==> config.mk <==
export PLATFORM = sky130hd
export DESIGN_NAME = nfps_front
export DESIGN_NICKNAME = d
export VERILOG_FILES = /design/src/rtl/nfps_pkg.sv /design/src/rtl/nfps_front.sv
export SDC_FILE = /design/constraint.sdc
export NUM_CORES = 1
export LEC_CHECK = 0
export CORE_MARGIN = 8
export CORE_UTILIZATION = 45
export DETAILED_ROUTE_END_ITERATION = 12
export DONT_BUFFER_PORTS = 1
export GPL_TIMING_DRIVEN = 0
export PLACE_DENSITY_LB_ADDON = 0.3
export SETUP_SLACK_MARGIN = 0.4
export SLEW_MARGIN = 10
export SYNTH_ARGS = -nofsm -noshare
export SYNTH_HDL_FRONTEND = slang
export SYNTH_SLANG_ARGS = --single-unit
export TNS_END_PERCENT = 100
==> constraint.sdc <==
create_clock -name clk -period 4.72 [get_ports clk]
set_input_delay 0.472 -clock clk [delete_from_list [all_inputs] [get_ports clk]]
set_output_delay 0.472 -clock clk [all_outputs]
set_load 0.05 [all_outputs]
==> src/rtl/nfps_pkg.sv <==
// ----------------------------------------------------------------------------
// nfps_pkg
// Shared types and constants for the NAND flash page store: item formats,
// operation and status codes, the queue entry and the back-end state.
// ----------------------------------------------------------------------------
package nfps_pkg;

  // Field widths fixed by the item format.
  localparam int BLK_IDX_W = 8;
  localparam int PG_IDX_W  = 6;
  localparam int WORD_W    = 32;
  localparam int BLK_CNT_W = 9;
  localparam int PG_CNT_W  = 7;
  localparam int PTR_W     = 7;

  // Default array geometry.
  localparam int DEF_MAX_BLOCKS = 256;
  localparam int DEF_MAX_PAGES  = 64;

  // Reset values of the configuration registers.
  localparam logic [BLK_CNT_W-1:0] BLOCK_COUNT_RST = 9'd256;
  localparam logic [PG_CNT_W-1:0]  PAGE_COUNT_RST  = 7'd64;

  // Depth of the queue between the front and the back end.
  localparam int QUEUE_DEPTH = 2;

  // Operation codes.
  typedef enum logic [1:0] {
    FN_WRITE = 2'd0,
    FN_READ  = 2'd1,
    FN_ERASE = 2'd2,
    FN_NOP   = 2'd3
  } func_t;

  // Status codes returned with every result.
  typedef enum logic [2:0] {
    ST_OK              = 3'd0,
    ST_BAD_BLOCK       = 3'd1,
    ST_BAD_PAGE        = 3'd2,
    ST_OUT_OF_ORDER    = 3'd3,
    ST_ALREADY_WRITTEN = 3'd4,
    ST_EMPTY_PAGE      = 3'd5,
    ST_ERASE_FREE      = 3'd6
  } status_t;

  // Input item.
  typedef struct packed {
    logic [1:0]           func;
    logic [BLK_IDX_W-1:0] block_index;
    logic [PG_IDX_W-1:0]  page_index;
    logic [WORD_W-1:0]    write_data;
    logic [WORD_W-1:0]    write_spare;
  } req_t;

  // Result item.
  typedef struct packed {
    logic [2:0]        status;
    logic [WORD_W-1:0] read_data;
    logic [WORD_W-1:0] read_spare;
  } rsp_t;

  // Classified item as held in the queue.
  typedef struct packed {
    req_t    item;
    status_t status;  // final status when no array access is needed
    logic    exec;    // item needs the pointer table and the page store
  } cmd_t;

  // Back-end sequencer states.
  typedef enum logic [1:0] {
    BK_IDLE,
    BK_LOOK,
    BK_FETCH,
    BK_HOLD
  } back_state_t;

endpackage

==> src/rtl/nfps_front.sv <==
// ----------------------------------------------------------------------------
// nfps_front
// Accepts items, checks the block and, for writes and reads, the page against
// the configured counts and queues each item with its early status for the back end.
// ----------------------------------------------------------------------------
module nfps_front #(
  parameter int MAX_BLOCKS = nfps_pkg::DEF_MAX_BLOCKS,
  parameter int MAX_PAGES  = nfps_pkg::DEF_MAX_PAGES
) (
  input  logic                           clk,
  input  logic                           rst,
  input  logic                           req_valid,
  output logic                           req_stall,
  input  nfps_pkg::req_t                 req,
  input  logic [nfps_pkg::BLK_CNT_W-1:0] block_count,
  input  logic [nfps_pkg::PG_CNT_W-1:0]  page_count,
  output logic                           head_valid,
  output nfps_pkg::cmd_t                 head,
  input  logic                           pop
);
  import nfps_pkg::*;

  localparam int QAW = (QUEUE_DEPTH > 1) ? $clog2(QUEUE_DEPTH) : 1;
  localparam int QCW = $clog2(QUEUE_DEPTH + 1);

  logic           blk_ok;
  logic           pg_ok;
  cmd_t           cmd;
  logic           push;
  cmd_t           entry [QUEUE_DEPTH];
  logic [QAW-1:0] wr_ptr;
  logic [QAW-1:0] rd_ptr;
  logic [QCW-1:0] count;

  // Range checks; a count above the array size acts as the array size.
  assign blk_ok = ({1'b0, req.block_index} < block_count) &&
                  (32'(req.block_index) < MAX_BLOCKS);
  assign pg_ok  = ({1'b0, req.page_index} < page_count) &&
                  (32'(req.page_index) < MAX_PAGES);

  // Classify the item: settle it here or hand it on to the array.
  always_comb begin
    cmd.item   = req;
    cmd.status = ST_OK;
    cmd.exec   = 1'b0;
    case (func_t'(req.func))
      FN_WRITE, FN_READ: begin
        if (!blk_ok) begin
          cmd.status = ST_BAD_BLOCK;
        end else if (!pg_ok) begin
          cmd.status = ST_BAD_PAGE;
        end else begin
          cmd.exec = 1'b1;
        end
      end
      FN_ERASE: begin
        if (!blk_ok) begin
          cmd.status = ST_BAD_BLOCK;
        end else begin
          cmd.exec = 1'b1;
        end
      end
      default: begin
        cmd.status = ST_OK;
      end
    endcase
  end

  // Queue handshake.
  assign req_stall  = (count == QCW'(QUEUE_DEPTH));
  assign push       = req_valid && !req_stall;
  assign head_valid = (count != '0);
  assign head       = entry[rd_ptr];

  // Queue storage.
  always_ff @(posedge clk) begin
    if (push) begin
      entry[wr_ptr] <= cmd;
    end
  end

  // Queue pointers and fill count.
  always_ff @(posedge clk) begin
    if (rst) begin
      wr_ptr <= '0;
      rd_ptr <= '0;
      count  <= '0;
    end else begin
      if (push) begin
        wr_ptr <= (wr_ptr == QAW'(QUEUE_DEPTH - 1)) ? '0 : wr_ptr + QAW'(1);
      end
      if (pop && head_valid) begin
        rd_ptr <= (rd_ptr == QAW'(QUEUE_DEPTH - 1)) ? '0 : rd_ptr + QAW'(1);
      end
      count <= count + QCW'(push) - QCW'(pop && head_valid);
    end
  end

endmodule

==> reports/results.txt, run 1 <==
grt met1 use: 12.5%
dominant synthesized flop cell: edfxtp_1
outcome: completed
Mean Syn Cell Area: 20.6 um^2
Remaining DRCs: 0
slew at the pin closest to its max-slew limit: 0.627 ns
part of the power in registers: 37.8%
dpl hpwl: 8.99 mm
Tmin final: 2.07 ns
Post-DRT Antenna Nets: 0
Layout area overhead: 13.2%
Comb power frac: 37.0%
htree depth: 4
Peak supply drop: 285 uV
Final Cell Area: 7770 um^2
vias post-DR: 2,919
Clk Latency, worst-skew pair: 0.41 ns
post-synthesis sequential area ratio: 74.0%
vias in the first global route: 3,113
Die ar.: 19,500 um^2
Worst Hold Launch: rst
Core Box Area: 15,000 um^2
TritonCTS clock tree: built
# diodes: 0
clock slew at reported path FFs: 0.06 ns
Final Skew: 0.00611 ns
reg2reg end: count[1]
PostCTS Resize Cnt: 0
final setup violation count: 0
IO Pins: 186
RSZ-0062 raised after global routing: no
WL final: 12.6 mm
CP Data Required Time: 4.25 ns
nets: 471
Internal: 0.00334 W
M2 GR Usage: 20.1%
post-synth net total: 448
synth cell count leaders: edfxtp_1, mux2_4, inv_1, ha_1, mux2_2
share of post-route cells with drive strength above 1: 34.3%
normalized max-slew margin: 58.2%
synthesized instance count: 334
Longest Clk Path Bufs: 2
Net Sw Frac: 37.3%
Area after DPL: 7210 um^2
Hold/Removal Path Class: in -> reg
post-route insts no fill: 555
Iteration-0 DRC Markers: 142
largest net degree at the start of global routing: 45
placed instance count: 526
I/O Buffers: 0
EDFF count, synth: 166
synth warn: 0
postcts setup bufs: 0
global placer's final weighted congestion: 0.681
Num Clock Sinks: 171
row count: 45
power consumption: 0.00533 W
die height: 140 um
asr flop ratio synth: 0%
top-count cell post-synth: edfxtp_1
Achievable Freq: 0.484 GHz
Leakage: 2.81 nW
root buffer cell: clkbuf_16
total iterations of the first detailed-routing run: 4
first-pass GRT wire length: 18.5 mm
Clk pwr share: 25.2%
CP Max Fanout: 10
final hold vios: 0
crit start category: register
GRT Total Usage: 12.9%
Via density: 5.26
global routing met3 resource utilization: 10.2%
grt total ovfl: 0
final setup TNS: 0 ns
reg2reg path depth: 8
CTS Hold Buffers Added: 0
dominant cell type by area after synthesis: edfxtp_1
antenna violations before repair: 0
period utilisation layout: 43.8%
NetSw: 0.00199 W
gr busiest metal: met2
Die X: 140 um
R2R Path Start: count[0]
Critical Path Sink Type: output port
Netlist cell types: 31
fin. max-slew vios: 0
Synth area leaders: edfxtp_1, mux2_4, ha_1, mux2_2, dfxtp_1
Synth top area share: 72.6%
PwrDens: 685 nW/um^2
Cell Area, Synth: 6870 um^2
Critical Path AT: 1.59 ns
WL per Instance: 22.7 um
clock buffer count from CTS: 17
Synth Register Bits: 171
Worst R2R Setup Slack: 2.77 ns
CP Class: reg -> out
initial core utilization: 45.7%
WHS Path Cells: 1
max-cap check violation count: 0
-- layer usage --
metal / up-vias / part of all wire, %
li1: 1324 / -
met2: 153 / 47
met1: 1425 / 35
met5: - / 0
met4: 0 / 1.7
met3: 17 / 16
-- critical path: stages (launching register included) --
cell and delay, ns:
dfxtp_1 0.33, buf_6 0.20, buf_6 0.22, mux2_4 0.41
-- logic make-up (layout without fill, tap and decap cells) --
| group | after synthesis | count (layout) | synth area share [%] |
|---|---|---|---|
| flip-flops | 171 | 171 | 74.0 |
| multiplexers | 83 | 83 | 17.4 |
| buffers and inverters | 26 | 59 | 2.37 |
| AND/OR/NAND/NOR | 23 | 23 | 1.77 |
| adder cells (fa/ha/maj) | 14 | 14 | 2.55 |
| AO/OA/AOI/OAI | 12 | 12 | 1.17 |
| XOR/XNOR | 4 | 4 | 0.620 |
| other | 1 | 1 | 0.0546 |
-- final cells by class --
| type | count | area [um^2] |
|---|---|---|
| well taps | 188 | 235 |
| inverters | 16 | 60.1 |
| flip-flops and latches | 171 | 5080 |
| multi-input cells | 137 | 1630 |
| repair buffers | 4 | 95.1 |
| plain buffers | 10 | 103 |
| clock inverters | 9 | 125 |
| clock buffers | 20 | 437 |
| fillers | 1214 | 7260 |
-- worst max path at each step --
stage	startpoint	endpoint	slack, ns	cells after the start
after floorplan	req_valid	entry[0][0]	1.57	2
after global routing	register	head[26]	2.59	3
final	register	head[26]	2.65	3
after global placement	count[0]	entry[0][44]	0.33	3
after detailed placement	count[1]	count[1]	2.76	8
after CTS	register	head[32]	2.60	3
-- metrics by stage --
step | worst slack [ns] | hold WS [ns] | util (%)
detailed placement | 2.76 | 0.522 | 48.0
finish | 2.65 | 0.126 | 51.7
floorplan | 1.57 | 0.499 | -
CTS | 2.60 | 0.0963 | 51.7
global route | 2.59 | 0.0957 | 51.7
global placement | 0.331 | 0.522 | 47.3
-- layout by cell type (no fill, tap or decap), types with 2 or more instances in the layout --
cell type   instances
mux2_2             13
buf_16              2
clkinvlp_4          3
xor2_1              2
buf_12              2
mux2_4             70
nor2b_1             2
nor2_1              7
edfxtp_1          166
a21o_1              2
inv_1              16
nand2_1             4
bufinv_16           3
a21oi_1             4
clkbuf_16          17
ha_1               14
clkbuf_1            3
nand2b_1            2
o32ai_1             2
buf_6               8
dfxtp_1             5
clkinv_1            2
-- power by group through the flow --
stage               clock, W  sequential, W  combinational, W
floorplan                  0        0.00205           0.00176
global placement           0        0.00207           0.00195
detailed placement         0        0.00205           0.00201
CTS                  0.00137        0.00202           0.00201
global route         0.00143        0.00203           0.00206
finish               0.00134        0.00201           0.00197
-- sequential cells by signal, summed over array words and instances (netlist names), named ones only --
name    count
count       2
rd_ptr      1
wr_ptr      1
entry     166
No activity file was read; power rests on OpenSTA's default activity.
==> run 2, diff against run 1 <==
ABC_AREA = 1   (was default)
clock period = 2.08 ns   (was 4.72 ns; I/O delays follow)
==> run 2 against run 1 <==
The flow now finishes with violations (negative hold slack); via count up 16%; critical path depth unchanged; routed wire length up 11%; first-iteration DRC count up 2.1%; critical path type unchanged; critical endpoint is now head[31]; largest cell class unchanged; largest power group unchanged.
==> reports/results.txt, run 2 <==
vias in the first global route: 3,614
Netlist cell types: 24
Hold/Removal Path Class: in -> reg
Cell Area, Synth: 6980 um^2
CP Class: reg -> out
Synth Register Bits: 171
Layout area overhead: 29.1%
top-count cell post-synth: edfxtp_1
final hold vios: 1
GRT Total Usage: 13.9%
first-pass GRT wire length: 20.8 mm
Final Cell Area: 9010 um^2
fin. max-slew vios: 0
period utilisation layout: 83.4%
clock buffer count from CTS: 17
worst hold slack: -0.000208 ns
TritonCTS clock tree: built
post-synth net total: 478
htree depth: 4
Num Clock Sinks: 171
Largest Register: entry
share of post-route cells with drive strength above 1: 29.9%
reg2reg end: count[1]
IO Pins: 186
Longest Clk Path Bufs: 2
post-synthesis sequential area ratio: 72.9%
EDFF count, synth: 166
Tmin final: 1.74 ns
die height: 141 um
grt total ovfl: 0
Core Box Area: 15,200 um^2
WL final: 14.0 mm
R2R Path Start: count[0]
WL per Instance: 20.5 um
failing checks: negative hold slack
initial core utilization: 45.9%
Final WS setup: 0.345 ns
row count: 45
Remaining DRCs: 0
Iteration-0 DRC Markers: 145
most frequent cells in the layout: edfxtp_1, mux2_4, dlygate4sd3_1
# diodes: 0
dominant synthesized flop cell: edfxtp_1
commonest non-fill, non-tap cell in the layout: edfxtp_1
Worst R2R Setup Slack: 0.47 ns
I/O Buffers: 0
max-cap check violation count: 0
Die ar.: 19,800 um^2
dpl hpwl: 9.40 mm
dominant cell type by area after synthesis: edfxtp_1
nets: 596
Synth area leaders: edfxtp_1, mux2_4, ha_1, mux2_2, buf_12
global placer's final weighted congestion: 0.680
Worst Hold Launch: pop
Largest register FFs: 166
Critical Path Sink Type: output port
root buffer cell: clkbuf_16
final setup violation count: 0
crit start category: register
Die X: 141 um
synth cell count leaders: edfxtp_1, mux2_4, inv_1, nand2_1, ha_1
Post-DRT Antenna Nets: 0
Via density: 4.95
Final Skew: 0.00698 ns
Clk Latency, worst-skew pair: 0.41 ns
Area after DPL: 7380 um^2
clock slew at reported path FFs: 0.06 ns
Leakage: 3.40 nW
CP Max Fanout: 7
Fillers: 1,106
total iterations of the first detailed-routing run: 4
Peak supply drop: 737 uV
synthesized instance count: 364
asr flop ratio synth: 0%
WHS Path Cells: 3
Synth top area share: 71.4%
Critical Path AT: 1.53 ns
reg2reg path depth: 10
CP Data Required Time: 1.87 ns
slew at the pin closest to its max-slew limit: 0.555 ns
antenna violations before repair: 0
Top Registers: entry (166), count (2)
Mean Syn Cell Area: 19.2 um^2
pre-CTS setup slack: 0.254 ns
PwrDens: 1290 nW/um^2
outcome: finished with violations
RSZ-0062 raised after global routing: yes
Achievable Freq: 0.576 GHz
synth warn: 0
vias post-DR: 3,379
normalized max-slew margin: 63.0%
largest net degree at the start of global routing: 31
## run 2: changes by cell type after synthesis, moves of 3 or more
cell | before | now
buf_12 | 0 | 7
nor3_1 | 0 | 3
inv_1 | 16 | 30
buf_6 | 8 | 1
nand2_1 | 4 | 25
nor2_1 | 8 | 11
## run 2: how the worst max path moves through the flow
stage / from / end / slack, ns / cells after the start
after floorplan: count[1] / entry[1][0] / -0.05 / 3
after global placement: count[1] / entry[1][55] / -0.75 / 3
after detailed placement: count[0] / count[1] / 0.25 / 10
after CTS: register / head[34] / 0.28 / 3
after global routing: register / head[82] / 0.29 / 3
final: register / head[31] / 0.34 / 3
## run 2: area by class of cell
type	count	area (um^2)	share of cell area, %
buffer	10	175	1.94
clock buffer	19	433	4.81
clock inverter	13	128	1.42
inverter	31	124	1.38
multi-input combinational	152	1710	19.0
sequential	171	5090	56.5
tap	188	235	2.61
timing repair buffer	99	1110	12.3
## run 2: timing repair
action | 4_1_cts | 5_1_grt
cloned | 0 | 4
endpoints found under the hold margin | 165 | 0
hold buffers | 81 | 0
pin swaps | 3 | 4
setup endpoints to repair | 105 | 105
buffers inserted | 2 | 6
gates resized for setup | 18 | 9
## run 2: cell families after synthesis
group | count (synthesis) | share of synthesized area (%)
mux | 83 | 17.2
simple gates | 45 | 2.67
buf+inv | 41 | 4.02
xor+xnor | 1 | 0.126
fa+ha+maj | 14 | 2.51
compound gates | 8 | 0.610
other cells | 1 | 0.0537
flops | 171 | 72.9
## run 2: stage by stage
stage	TNS [ns]	instances	power (W)	utilization [%]
6_report	0	683	0.0116	59.3
5_1_grt	0	683	0.0121	59.3
4_1_cts	0	673	0.0116	58.1
3_5_place_dp	0	558	0.00831	48.6
3_3_place_gp	-121.65	552	0.00819	47.7
2_1_floorplan	-6.46	364	0.00781	-
## run 2: worst max-delay path, stage by stage, from the launching register on
cell	delay (ns)
dfxtp_4	0.38
clkbuf_16	0.18
clkbuf_16	0.16
mux2_4	0.38
## run 2: metal layers
| layer | track usage (%) | up-vias | share of wire [%] |
|---|---|---|---|
| li1 | - | 1588 | - |
| met3 | 7.41 | 15 | 9.6 |
| met4 | 4.24 | 0 | 0.89 |
| met1 | 15.7 | 1649 | 40 |
| met2 | 22.4 | 127 | 49 |
| met5 | 0 | - | 0 |
## run 2: power breakdown
| group | switching (W) | internal [W] | leakage [nW] |
|---|---|---|---|
| Combinational | 0.00275 | 0.00144 | 1.55 |
| Sequential | 0.000132 | 0.00433 | 1.59 |
| Clock | 0.00123 | 0.00175 | 0.259 |
